`src/hw/rtl/ate_pkg.sv`:
```
`timescale 1ns / 1ps
`default_nettype none
// shared types and constants of the tilt / ema filter
// no dependencies
package ate_pkg;

    localparam int DEF_CORDIC_STEPS = 16;
    localparam int MAX_CORDIC_STEPS = 24;
    localparam int XY_W             = 33;
    localparam int ANG_W            = 25;
    localparam int ANGLE_LIMIT      = 23040;
    localparam int HALF_TURN_FINE   = 5898240;
    localparam logic [16:0] GAIN_ONE   = 17'd65536;
    localparam logic [16:0] GAIN_RESET = 17'd6554;

    localparam logic [1:0] CMD_SAMPLE  = 2'd0;
    localparam logic [1:0] CMD_CAPTURE = 2'd1;
    localparam logic [1:0] CMD_CLEAR   = 2'd2;
    localparam logic [1:0] CMD_LOAD    = 2'd3;

    localparam logic [2:0] ADDR_GAIN = 3'd0;

    // arctangent of 2^-i in 1/32768 degree, rounded
    localparam logic [23:0] ATAN_TABLE [MAX_CORDIC_STEPS] = '{
        24'd1474560, 24'd870484, 24'd459940, 24'd233473, 24'd117189, 24'd58652,
        24'd29333, 24'd14667, 24'd7334, 24'd3667, 24'd1833, 24'd917,
        24'd458, 24'd229, 24'd115, 24'd57, 24'd29, 24'd14,
        24'd7, 24'd4, 24'd2, 24'd1, 24'd0, 24'd0
    };

    typedef struct packed {
        logic signed [XY_W-1:0]  x;
        logic signed [XY_W-1:0]  y;
        logic signed [ANG_W-1:0] ang;
    } cordic_t;

    typedef struct packed {
        logic load;
        logic mul;
        logic commit;
        logic update;
    } ema_ctl_t;

endpackage
`default_nettype wire

```
`src/hw/rtl/ate_ema_lane.sv`:
```
`timescale 1ns / 1ps
`default_nettype none
// one exponential moving average channel: difference, multiply, commit
// depends on ate_pkg
module ate_ema_lane
    import ate_pkg::*;
#(
    parameter int AVG_W = 32
)
(
    input  wire logic                    clk,
    input  wire logic                    rst_n,
    input  wire ema_ctl_t                ctl,
    input  wire logic signed [AVG_W-17:0] sample,
    input  wire logic [16:0]             gain,
    output logic signed [AVG_W-17:0]     smooth
);

    logic signed [AVG_W-1:0]  avg_reg;
    logic signed [AVG_W-1:0]  avg_next;
    logic signed [AVG_W+1:0]  diff_reg;
    logic signed [AVG_W+1:0]  diff_next;
    logic signed [AVG_W+19:0] prod_reg;
    logic signed [AVG_W:0]    rnd;

    always_comb
    begin
        diff_next = $signed({{2{sample[AVG_W-17]}}, sample, 16'h0000})
                  - $signed({{2{avg_reg[AVG_W-1]}}, avg_reg});
        avg_next  = avg_reg + prod_reg[AVG_W+15:16];
        rnd       = $signed({avg_reg[AVG_W-1], avg_reg}) + (AVG_W+1)'(32768);
        smooth    = rnd[AVG_W-1:16];
    end

    always_ff @(posedge clk)
    begin
        if (ctl.load)
        begin
            diff_reg <= diff_next;
        end
        if (ctl.mul)
        begin
            prod_reg <= (AVG_W+20)'(diff_reg * $signed({1'b0, gain}));
        end
    end

    always_ff @(posedge clk or negedge rst_n)
    begin
        if (!rst_n)
        begin
            avg_reg <= '0;
        end
        else if (ctl.commit && ctl.update)
        begin
            avg_reg <= avg_next;
        end
    end

endmodule
`default_nettype wire
```
`config.mk`:
```
export PLATFORM = sky130hd
export DESIGN_NAME = ate_ema_lane
export DESIGN_NICKNAME = d
export VERILOG_FILES = /design/src/hw/rtl/ate_pkg.sv /design/src/hw/rtl/ate_ema_lane.sv
export SDC_FILE = /design/constraint.sdc
export NUM_CORES = 2
export LEC_CHECK = 0
export ABC_AREA = 1
export BUFFER_PORTS_ARGS = -buffer_cell sky130_fd_sc_hd__buf_2
export CAP_MARGIN = 10
export CORE_AREA = 3 3 304 306
export CTS_BUF_LIST = sky130_fd_sc_hd__clkbuf_8
export CTS_CLUSTER_SIZE = 40
export DETAILED_ROUTE_END_ITERATION = 8
export DIE_AREA = 0 0 307 309
export PLACE_DENSITY = 0.42
export SLEW_MARGIN = 25
export SYNTH_ARGS = -nofsm -noshare
export SYNTH_HDL_FRONTEND = slang
export SYNTH_SLANG_ARGS = --single-unit
```
`constraint.sdc`:
```
create_clock -name clk -period 6.85 [get_ports clk]
set_input_delay 1.0275 -clock clk [delete_from_list [all_inputs] [get_ports clk]]
set_output_delay 1.0275 -clock clk [all_outputs]
set_load 0.01 [all_outputs]
```
; ---- Word-level counts from Yosys, hierarchy flattened
; Index checks and enable logic that the tools add are counted.
[word_totals]
reg_bits = 113
word_cells = 8
input_bits = 39
out_inout_bits = 16
[classes]
reduce_logical = 1
add_sub_neg = 3
multipliers = 1
[op_table]
columns = cell, count
row1 = $mul A33 B18 Y48, 1
row2 = $sub A32 B32 Y33, 1
row3 = $add A32 B17 Y32 const B, 1
row4 = $add A32 B32 Y32, 1
row5 = $logic_and A1 B1 Y1, 1

; ---- Depth between registers and ports, before layout
[depth]
depth_word = 1
depth_mapped = 28
depth_no_buf = 26

; ---- Least setup slack after synthesis
; No wires, ideal clock.
[synth_timing]
kind = input-to-reg
from = input gain[3]
to = register prod_reg[43] (data pin)
arrival_ns = 6.133
t_required_ns = 6.597
path_buffers = 2
setup_ns = 0.253
path_stages = 22
setup_slack_ns = 0.464
path_cell_list = clkbuf_1 clkbuf_1 nand2_1 inv_1 fa_1 inv_1 fa_1 inv_1 fa_1 fa_1 fa_1 inv_1 fa_1 inv_1 ha_1 nand2_1 nor2_1 inv_1 nor4_1 nand3_1 nand4_1 nand2_1
[synth_between]
elab_chain_cells = 1
[synth_lines]
columns = item, line_no
row1 = start: declaration, ate_ema_lane.sv:15  ; input wire logic [16:0] gain,
row2 = $mul A33 B18 Y48, ate_ema_lane.sv:43  ; prod_reg <= (AVG_W+20)'(diff_reg * $signed({1'b0, gain}));
row3 = end signal: assignment, ate_ema_lane.sv:43
row4 = end: declaration, ate_ema_lane.sv:23  ; logic signed [AVG_W+19:0] prod_reg;
; Every way passes these cells.
; A chain may end at the register's enable or synchronous reset.

; ---- Final worst setup path
[layout_timing]
from = input gain[3]
to = register prod_reg[25] (data pin)
; Same word-level chain as after synthesis.

==> impl_metrics.yaml <==
sta:
  worst_pin_slew_ns: 1.052
  hold_viol: 0
  period_share_pct: 94.77
  finalSetupViolCount: 0
  slew-limit-headroom_pct: 29.85
  rsz0062_at_grt: "false"
  max_freq_ghz: 0.1540
  clock_skew_ns: 0.02473
  finalMaxSlewViolations: 0
  finalCriticalPeriod_ns: 6.492
logic_synthesis:
  seq_area_frac_synth_pct: 10.20
  synth.top_cells.by_area: "fa_1 (38%), inv_1 (15%), nand2_1 (14%)"
  netlist_area_sq_mm: 0.02698
  syn_nets: 4357
  ys_seq_elements: 97
  synth_area_per_cell_sq_um: 7.404
  synth.most_common_cell: "inv_1"
  synth.distinct_cells: 43
  ys.flop_type: "edfxtp_1"
  yosysWarnings: 0
  synth_edf_count: 65
  synth_top_area_share_pct: 38.21
  synthCells: 3644
  synth.largest_area_cell: "fa_1"
  ys_async_sr_fraction_pct: 32.99
  yosys-top-cells-count: "inv_1 (1,086), nand2_1 (1,004), fa_1 (515)"
detailed_routing:
  via_per_inst: 4.425
  wire_per_inst_microns: 17.01
  wirelength_microns: 82640
  route.detailed.drc: 0
  drtPass1Iterations: 5
  ant_nets: 0
  first_iter_violations: 1102
  route.vias.total: 21500
clock_network:
  numCtsBuffers: 9
  insertion_delay_ns: 0.42
  clock-sinks: 97
  hold_buffers: 0
  clockBufferDepth: 2
  post_cts_resized: 0
  cts_tree: "done"
  cts_setup_buffers: 0
  path_clk_slew_ns: 0.11
  root_buffer: "clkbuf_8"
  htreeDepth: 3
layout:
  post_route_cells_drive_above_1_share_pct: 5.378
  nets: 4390
  instances_no_fill: 4859
  largest_reg_flops: 33
  syn2layout_area_growth_pct: 8.821
setup_path:
  critical_path_class: "input port to flip-flop"
  cp-end-kind: "flip-flop"
  crit_required_ns: 7.03
  critPathMaxFanout: 19
  worstPathArrival_ns: 6.67
  cp-start-kind: "input port"
grt:
  grt_pass1_wl_microns: 133700
  grt_pass1_vias: 23060
  grt.overflow.total: 0
  grt_max_degree: 35
  antenna_found_initial: 3
  grtUsageTotal_pct: 18.06
hold_path:
  min_path_type: "flip-flop to flip-flop"
floorplanning:
  die_y_microns: 309
  rows: 110
  dieArea_sq_mm: 0.09486
  io_pins: 55
  die_w_microns: 307
  coreArea_sq_mm: 0.08987
  start_util_pct: 30.02
placement:
  portBuffers: 54
  post-place-cells: 4842
  place_congestion: 0.9100
  hpwl_microns: 72420
job:
  max-cap-violations: 0
outcome:
  outcome: "completed"
placed cells by master (no fill, tap or decap), drive strengths merged, types with 28 or more instances in the layout:
master / netlist / routed
inv: 1086 / 1089
nand2: 1006 / 1006
fa: 515 / 515
nor2: 162 / 162
ha: 159 / 159
buf: 3 / 158
a21oi: 113 / 113
nand3: 105 / 105
o21ai: 85 / 85
edfxtp: 65 / 65
xor2: 58 / 58
dfrtp: 32 / 32
nand4: 28 / 28
layout make-up:
cell class,count,area (sq um)
diodes,1,2.502
clock buffers,9,123.9
clock inverters,7,106.4
fillers,9737,60510
inverters,1086,4076
multi-input cells,2325,19640
flip-flops and latches,97,2753
well taps,1176,1471
repair buffers,158,1189
path summary, 6_finish.rpt:
| path | from | end | slack (ns) | depth (start not counted) |
|---|---|---|---|---|
| min reg2reg | avg_reg[0] | diff_reg[0] | 0.49 | 0 |
| max reg2reg | diff_reg[18] | prod_reg[42] | 0.48 | 19 |
| min in group asynchronous | rst_n | avg_reg[12] | 0.70 | 1 |
| max in group asynchronous | rst_n | avg_reg[11] | 5.61 | 1 |
| max | gain[3] | prod_reg[25] | 0.36 | 24 |
| min | avg_reg[0] | diff_reg[0] | 0.49 | 0 |
metrics by stage:
| step | setup slack (ns) | utilization, % | area, sq um | setup TNS (ns) | hold WS (ns) |
|---|---|---|---|---|---|
| 6_report | 0.3581 | 32.67 | 29360 | 0 | 0.4875 |
| 5_1_grt | 0.1087 | 32.66 | 29360 | 0 | 0.4986 |
| 4_1_cts | 0.3327 | 32.66 | 29360 | 0 | 0.4919 |
| 3_5_place_dp | -0.1090 | 32.41 | 29130 | -0.4343 | 0.4663 |
| 3_3_place_gp | -0.09735 | 32.41 | 29130 | -0.6585 | 0.4646 |
| 2_1_floorplan | 0.4638 | - | 26980 | 0 | 0.4531 |
per-layer routing:
metal	vias up	track usage (%)	share of wire, %
met1	10650	25.35	48
met5	-	0	0.016
met2	320	31.79	49
met3	33	1.082	2.6
met4	2	1.966	0.76
li1	10500	-	-
kinds of logic (layout without fill, tap and decap cells):
kind of cell             count (synthesis)  count (layout)  synth area share, %
buffers and inverters                 1222            1260                17.01
other                                    0               1                    0
adder cells (fa/ha/maj)                674             674                45.59
AND/OR/NAND/NOR                       1344            1344                20.15
XOR/XNOR                                75              75                2.435
AO/OA/AOI/OAI                          232             232                4.614
flip-flops                              97              97                10.20
critical path, stage by stage:
cell	delay (ns)
buf_2	0.24
buf_4	0.26
nand2_1	0.06
inv_1	0.07
fa_1	0.57
inv_1	0.07
fa_1	0.45
fa_1	0.51
fa_1	0.55
inv_1	0.06
fa_1	0.50
inv_1	0.05
fa_1	0.48
inv_1	0.04
ha_1	0.30
nand2_1	0.11
o21ai_0	0.38
inv_1	0.15
nand3_1	0.25
nand2_1	0.08
nand2_1	0.17
nand2_1	0.09
nand3_1	0.08
nand2_1	0.08
Power is not shown: default switching activity piles up to over one toggle a cycle in this logic, so the estimate is an artifact.
