===== src/hw/rtl/ate_pkg.sv =====
`timescale 1ns / 1ps
`default_nettype none
// shared types and constants of the tilt / ema filter
// no dependencies
package ate_pkg;

    localparam int DEF_CORDIC_STEPS = 16;
    localparam int MAX_CORDIC_STEPS = 24;
    localparam int XY_W             = 33;
    localparam int ANG_W            = 25;
    localparam int ANGLE_LIMIT      = 23040;
    localparam int HALF_TURN_FINE   = 5898240;
    localparam logic [16:0] GAIN_ONE   = 17'd65536;
    localparam logic [16:0] GAIN_RESET = 17'd6554;

    localparam logic [1:0] CMD_SAMPLE  = 2'd0;
    localparam logic [1:0] CMD_CAPTURE = 2'd1;
    localparam logic [1:0] CMD_CLEAR   = 2'd2;
    localparam logic [1:0] CMD_LOAD    = 2'd3;

    localparam logic [2:0] ADDR_GAIN = 3'd0;

    // arctangent of 2^-i in 1/32768 degree, rounded
    localparam logic [23:0] ATAN_TABLE [MAX_CORDIC_STEPS] = '{
        24'd1474560, 24'd870484, 24'd459940, 24'd233473, 24'd117189, 24'd58652,
        24'd29333, 24'd14667, 24'd7334, 24'd3667, 24'd1833, 24'd917,
        24'd458, 24'd229, 24'd115, 24'd57, 24'd29, 24'd14,
        24'd7, 24'd4, 24'd2, 24'd1, 24'd0, 24'd0
    };

    typedef struct packed {
        logic signed [XY_W-1:0]  x;
        logic signed [XY_W-1:0]  y;
        logic signed [ANG_W-1:0] ang;
    } cordic_t;

    typedef struct packed {
        logic load;
        logic mul;
        logic commit;
        logic update;
    } ema_ctl_t;

endpackage
`default_nettype wire


===== src/hw/rtl/ate_cordic_cell.sv =====
`timescale 1ns / 1ps
`default_nettype none
// one vectoring cordic iteration with a fixed shift, registered
// depends on ate_pkg
module ate_cordic_cell
    import ate_pkg::*;
#(
    parameter int STEP = 0
)
(
    input  wire logic    clk,
    input  wire cordic_t cin,
    output cordic_t      cout
);

    cordic_t cell_reg;
    cordic_t cell_next;
    logic signed [XY_W-1:0]  xs;
    logic signed [XY_W-1:0]  ys;
    logic signed [ANG_W-1:0] da;

    always_comb
    begin
        xs = cin.x >>> STEP;
        ys = cin.y >>> STEP;
        da = $signed({1'b0, ATAN_TABLE[STEP]});
        if (!cin.y[XY_W-1] && (cin.y != '0))
        begin
            cell_next.x   = cin.x + ys;
            cell_next.y   = cin.y - xs;
            cell_next.ang = cin.ang + da;
        end
        else
        begin
            cell_next.x   = cin.x - ys;
            cell_next.y   = cin.y + xs;
            cell_next.ang = cin.ang - da;
        end
    end

    always_ff @(posedge clk)
    begin
        cell_reg <= cell_next;
    end

    assign cout = cell_reg;

endmodule
`default_nettype wire


===== config.mk =====
export PLATFORM = sky130hd
export DESIGN_NAME = ate_cordic_cell
export DESIGN_NICKNAME = d
export VERILOG_FILES = /design/src/hw/rtl/ate_pkg.sv /design/src/hw/rtl/ate_cordic_cell.sv
export SDC_FILE = /design/constraint.sdc
export NUM_CORES = 1
export LEC_CHECK = 0
export ABC_AREA = 1
export BUFFER_PORTS_ARGS = -buffer_cell sky130_fd_sc_hd__buf_2
export CAP_MARGIN = 10
export CORE_AREA = 2 2 135 137
export DETAILED_ROUTE_END_ITERATION = 8
export DIE_AREA = 0 0 137 139
export PLACE_DENSITY = 0.83
export RECOVER_POWER = 100
export SLEW_MARGIN = 10
export SYNTH_ARGS = -nofsm -noshare
export SYNTH_HDL_FRONTEND = slang
export SYNTH_SLANG_ARGS = --single-unit
export TNS_END_PERCENT = 20

===== constraint.sdc =====
create_clock -name clk -period 2.8 [get_ports clk]
set_input_delay 0 -clock clk [delete_from_list [all_inputs] [get_ports clk]]
set_output_delay 0 -clock clk [all_outputs]
set_load 0.005 [all_outputs]

---- Word level (Yosys, flattened, before mapping) ----
Cells that the tools add are included.
storage, ports and cells
  logic and storage cells ................. 12
  memory bits (read-only) ................. 0
  RAM bits ................................ 0
  bits in latches ......................... 0
  memories kept ........................... 0
  register bits ........................... 91
  bits of input ports ..................... 92
  output and inout bits ................... 91
cells by class
  reductions and logical operators ........ 3
  multipliers ............................. 0
  add/subtract/negate cells ............... 5
  $lt $le $gt $ge ......................... 0
  bitwise operators ....................... 0
  eq/ne operators ......................... 0
  divide/modulo/power cells ............... 0
  muxes and demuxes ....................... 1
  shifts and indexed selects .............. 0
operators with widths
  cell                    count
  $mux 91                 1
  $sub 33x33->33          2
  $add 33x33->33          1
  $reduce_bool 33->1      1
  $add 25x22->25 const B  1
  $sub 25x22->25 const B  1
  $logic_and 1x1->1       1
  $logic_not 1->1         1

---- Longest topological paths before layout ----
Gate-level depths: netlist of the first run.
  depth after elaboration ................. 3
  depth in mapped cells ................... 19
  depth with buffers taken out ............ 17

---- Worst setup path before layout of the first run ----
OpenSTA, ideal clock, no wires.
  path type ............................... input to register
  start point ............................. in cin[26] (netlist bit)
  end point ............................... reg cell_reg (netlist bit cout[23])
  setup slack ............................. 0.597 ns
  arrival ................................. 2.090 ns
  data required time ...................... 2.688 ns
  library setup time ...................... 0.112 ns
  buffers on the path ..................... 2
  stages on the path ...................... 17
  cell sequence ........................... inv_1 nand4_1 nor2_1 nand4_1 nand2_2 inv_2 buf_4 buf_6 ha_1 a21oi_1 nand2_1 a31oi_1 nor2_1 o21ai_0 nand2_1 nand2_1 nand2_1
RTL lines
  what                  line                   source
  start, declared       ate_cordic_cell.sv:12  input wire cordic_t cin,
  end signal, assigned  ate_cordic_cell.sv:43  cell_reg <= cell_next;
  end, declared         ate_cordic_cell.sv:16  cordic_t cell_reg;

==> impl_metrics.py, run 1 <==
metrics = {
    "run_status": {
        "status": "finished, final reports clean",
    },
    "sta": {
        "worstMarginPinSlew_ns": 0.741,
        "setup-tns-final_ns": 0,
        "fin_crit_sh_pct": 87.5,
        "holdWs_ns": 0.0108,
        "fin_crit_ns": 2.45,
        "setup_violations": 0,
        "max-slew-margin-rel_pct": 50.6,
        "rsz0062_at_grt": "no",
        "fmaxAchievable_ghz": 0.408,
        "final_hold_viol_count": 0,
        "slew_viol_final": 0,
    },
    "placement": {
        "place_area_um2": 10900,
        "io_buffers": 182,
        "dp_hpwl_um": 27500,
        "place.gp.congestion": 0.974,
    },
    "floorplanning": {
        "die_y_um": 139,
        "rows": 49,
        "start_util_pct": 56.6,
        "die_x_um": 137,
        "dieArea_um2": 19000,
        "core_area_um2": 17700,
        "ios": 183,
    },
    "layout": {
        "fin_nets": 2110,
        "fin_util_pct": 63.9,
        "diodes": 0,
        "area_growth_pct": 12.8,
        "final_area_um2": 11300,
        "drive_gt1_share_pct": 9.40,
        "n_fill_cell": 1778,
        "largest_reg_flops": 90,
    },
    "global_route": {
        "grt_use_total_pct": 34.3,
        "gr-total-overflow": 0,
        "grt_pass1_vias": 10100,
        "grt_max_degree": 68,
        "grt_first_pass_wirelength_um": 50800,
        "antenna_found_initial": 0,
    },
    "drt": {
        "vias": 11200,
        "drtPass1Iterations": 9,
        "wl_met3_um": 2810,
        "drt-met1-wl_um": 14800,
        "top_layer": "met4",
        "drc": 0,
        "route.met2.wl_um": 14600,
        "drtAntennaViolNets": 0,
        "routedWlPerCell_um": 15.4,
        "initialDrtViolationCount": 943,
        "vias_per_cell": 5.23,
        "wl_um": 33100,
    },
    "yosys": {
        "ys.flop_type": "dfxtp_1",
        "yosys.area_share.simple_pct": 40.7,
        "yosysMostFrequentCell": "nand2_1",
        "synth_top_area_share_pct": 22.8,
        "synth_common_cells": "607 x nand2_1, 317 x inv_1, 152 x nor2_1, 145 x nand3_1, 104 x ha_1",
        "yosys-top-cells-area": "nand2_1 23%, dfxtp_1 18%, ha_1 13%",
        "synth_edf_count": 0,
        "synth_area_um2": 10000,
        "yosysTopAreaCell": "nand2_1",
        "synth-compound-area-share_pct": 8.87,
        "muxShareOfSynthArea_pct": 0,
        "postSynth.asyncResetShare_pct": 0,
        "synth-seq-cells": 90,
        "synth_fa_ha_area_share_pct": 13.8,
        "synthCells": 1740,
        "yosysWarnings": 0,
        "synth_nets": 1940,
        "ys_seq_area_share_pct": 18.0,
        "synth_xor_area_share_pct": 3.32,
        "syn_area_per_cell_um2": 5.75,
        "ys_types": 37,
        "synth_top_family_by_area": "simple AND/OR/NAND/NOR gates",
    },
    "cts": {
        "postCtsSetupBuffers": 0,
        "cts_buffers": 9,
        "cts_tree": "done",
        "clock_path_buffers": 2,
        "root_buffer": "clkbuf_16",
        "htreeDepth": 3,
        "clkTransAtPathRegs_ns": 0.07,
        "clkSinkCount": 90,
    },
    "setup_path": {
        "critPathRequiredTime_ns": 3.05,
        "path_class": "primary input to flop",
        "crit_arrival_ns": 2.70,
        "cp_max_fo": 8,
        "critPathCaptureType": "flop",
        "startpoint_type": "primary input",
    },
    "hold_path": {
        "min_path_type": "primary input to flop",
    },
    "pwr": {
        "power.total_mw": 4.93,
        "power_density_nw_per_um2": 437,
        "p_leak_nw": 6.62,
        "ir_worst_vdd_mv": 0.323,
    },
    "flow_run": {
        "max-cap-violations": 0,
    },
}
[cell usage in the layout (no fill, tap or decap), drive strengths merged, types with 2 or more instances in the layout]
| cell | n |
|---|---|
| nor2 | 162 |
| clkinv | 2 |
| clkbuf | 67 |
| xnor2 | 2 |
| dlygate4sd3 | 18 |
| inv | 326 |
| fa | 4 |
| o211ai | 3 |
| nand4 | 20 |
| nand2 | 623 |
| dfxtp | 90 |
| xor2 | 35 |
| buf | 128 |
| nor3 | 8 |
| o21ai | 58 |
| nand3 | 151 |
| or2 | 2 |
| a21oi | 79 |
| a31oi | 3 |
| and2 | 7 |
| o21bai | 19 |
| ha | 104 |
[cells by family after synthesis]
logic type      after synthesis
xor+xnor                     37
fa+ha+maj                   108
compound gates              164
simple gates                974
buf+inv                     367
flops                        90
[critical path, stage by stage]
cell and delay [ns]:
buf_2 0.12, inv_1 0.08, nand4_1 0.12, nor2_1 0.29, nand4_1 0.26, nand2_1 0.33, inv_1 0.15, ha_1 0.37
nand2_1 0.11, nand2_1 0.07, nand3_1 0.07, nand2_1 0.05, a21oi_1 0.26, nor2_1 0.08, a21oi_1 0.17, inv_1 0.06
nand3_1 0.06, nand2_1 0.05
[final timing paths]
| kind | start | endpoint | depth (start not counted) |
|---|---|---|---|
| max | cin[38] | cout[24] | 18 |
| min | cin[24] | cout[24] | 5 |
[cell type report]
cell class / instances / area (um2) / area share, %
multi-input combinational: 1283 / 6630 / 58.8
sequential: 90 / 1800 / 16.0
inverter: 323 / 1210 / 10.7
timing repair buffer: 203 / 1040 / 9.24
tap: 229 / 287 / 2.54
clock buffer: 10 / 229 / 2.03
clock inverter: 6 / 72.6 / 0.643
[routing by layer]
metal | GRT usage, % | up-vias
met2 | 54.4 | 497
met3 | 4.53 | 52
met5 | 0 | -
li1 | - | 5661
met4 | 9.93 | 0
met1 | 48.4 | 5003
[timing repair]
item	CTS	global route
hold buffers	18	0
hold endpoints to repair	18	0
gates resized for setup	0	0
[power by group]
part,internal [mW],switching (mW)
Combinational,0.702,1.38
Sequential,1.49,0.0531
Clock,0.707,0.601
Total,2.90,2.03
[metrics by stage]
step                      cells  worst slack, ns
final                      2144            0.350
after global routing       2144            0.180
after CTS                  2144            0.500
after detailed placement   2110            0.197
after global placement     2110            0.328
after floorplan            1740            0.597
(Power assumes the default switching activity.)
==> run 2, diff against run 1 <==
==> constraint.sdc (replaced) <==
create_clock -name clk -period 2.8 [get_ports clk]
set_input_delay 0.42 -clock clk [delete_from_list [all_inputs] [get_ports clk]]
set_output_delay 0.42 -clock clk [all_outputs]
set_load 0.005 [all_outputs]
==> impl_metrics.py, run 2 (synthesized netlist as in run 1, its figures left out) <==
metrics = {
    "drt": {
        "wl_um": 32600,
        "drtPass1Iterations": 6,
        "routedWlPerCell_um": 15.2,
        "initialDrtViolationCount": 1131,
        "drtAntennaViolNets": 0,
        "drc": 0,
        "vias_per_cell": 5.24,
        "vias": 11200,
    },
    "global_route": {
        "grt_first_pass_wirelength_um": 50100,
        "grt_pass1_vias": 9910,
        "grt_use_total_pct": 33.8,
        "antenna_found_initial": 0,
        "grt_max_degree": 68,
        "gr-total-overflow": 0,
    },
    "cts": {
        "clkSinkCount": 90,
        "clock_path_buffers": 2,
        "cts_tree": "done",
        "cts_hold_buf": 0,
        "cts_resized": 0,
        "postCtsSetupBuffers": 0,
        "root_buffer": "clkbuf_16",
        "htreeDepth": 3,
        "cts_buffers": 9,
        "clkTransAtPathRegs_ns": 0.08,
    },
    "setup_path": {
        "cpMostUsedCell": "nand4_1",
        "worst_path_max_delay_cell": "clkbuf_2",
        "path_buf_inv": 4,
        "crit_chain": "buf_2, inv_1, nand4_1, nor2_1, buf_4, nand4_1, nand2_2, clkbuf_2, o21ai_0",
        "path_depth": 9,
        "critPathCaptureType": "flop",
        "cp_max_fo": 53,
        "path_class": "primary input to flop",
        "crit_family": "buffers and inverters",
        "crit_arrival_ns": 2.81,
        "critPathMaxStageDelay_ns": 0.90,
        "startpoint_type": "primary input",
        "critPathRequiredTime_ns": 2.96,
    },
    "placement": {
        "dp_hpwl_um": 27300,
        "place.gp.congestion": 0.985,
        "io_buffers": 182,
        "place_area_um2": 11100,
    },
    "floorplanning": {
        "die_x_um": 137,
        "ios": 183,
        "start_util_pct": 56.6,
        "dieArea_um2": 19000,
        "rows": 49,
        "core_area_um2": 17700,
        "die_y_um": 139,
    },
    "layout": {
        "largest_reg_flops": 90,
        "final_cell_mix": "607 x nand2_1, 317 x inv_1, 153 x nor2_1",
        "final_area_um2": 11300,
        "fin_nets": 2113,
        "diodes": 0,
        "n_fill_cell": 1806,
        "area_growth_pct": 13.1,
        "drive_gt1_share_pct": 10.8,
        "final_common_cell": "nand2_1",
        "fin_util_pct": 64.1,
    },
    "hold_path": {
        "hp-start": "cin[11]",
        "min_path_cells": 1,
        "hold_end": "cout[11]",
        "min_path_type": "primary input to flop",
    },
    "flow_run": {
        "max-cap-violations": 0,
    },
    "sta": {
        "setup-tns-final_ns": 0,
        "fmaxAchievable_ghz": 0.377,
        "fin_crit_ns": 2.65,
        "final_hold_viol_count": 0,
        "rsz0062_at_grt": "no",
        "setup_violations": 0,
        "worstMarginPinSlew_ns": 1.19,
        "fin_crit_sh_pct": 94.8,
        "max-slew-margin-rel_pct": 20.5,
        "slew_viol_final": 0,
    },
    "run_status": {
        "status": "finished, final reports clean",
    },
    "pwr": {
        "ir_worst_vdd_mv": 0.357,
        "p_leak_nw": 6.67,
        "power_density_nw_per_um2": 443,
    },
}
run 2: changes by cell type in the layout (fill, tap and decap cells not counted), sizes merged:
| cell | previous run | this run |
|---|---|---|
| clkbuf | 67 | 69 |
| clkinv | 2 | 1 |
| dlygate4sd3 | 18 | 0 |
| buf | 128 | 147 |
| clkinvlp | 0 | 1 |
run 2: where the power goes:
group / internal, mW / switching (mW)
registers: 1.49 / 0.0561
clock network: 0.736 / 0.627
logic: 0.726 / 1.37
run 2: through the flow:
stage                     power, mW  hold slack (ns)  setup slack [ns]  cells
final                          5.01            0.159             0.147   2147
after global routing           5.32            0.148            0.0316   2147
after CTS                      5.01            0.154             0.242   2147
after detailed placement       3.65            0.524            -0.128   2131
after global placement         3.63            0.523           -0.0644   2131
after floorplan                2.93            0.448             0.177   1740
run 2: per-layer routing:
metal  track usage, %  part of all wire (%)
met5                0                     0
met4             8.14                   2.2
met3             3.95                   9.3
met2             52.6                    43
met1             49.5                    45
run 2: how the worst max path moves through the flow:
stage / startpoint / endpoint
final: cin[34] / cout[68]
after global routing: cin[33] / cout[68]
after CTS: cin[34] / cout[23]
after detailed placement: cin[34] / cout[23]
after global placement: cin[34] / cout[23]
after floorplan: cin[26] / cout[23]
run 2: layout make-up:
cell class	instances	area, um2	area share, %
Multi-Input combinational cell	1283	6650	58.8
Sequential cell	90	1800	15.9
Inverter	323	1210	10.7
Timing Repair Buffer	206	1040	9.18
Tap cell	229	287	2.53
Clock buffer	10	239	2.11
Clock inverter	6	80.1	0.708
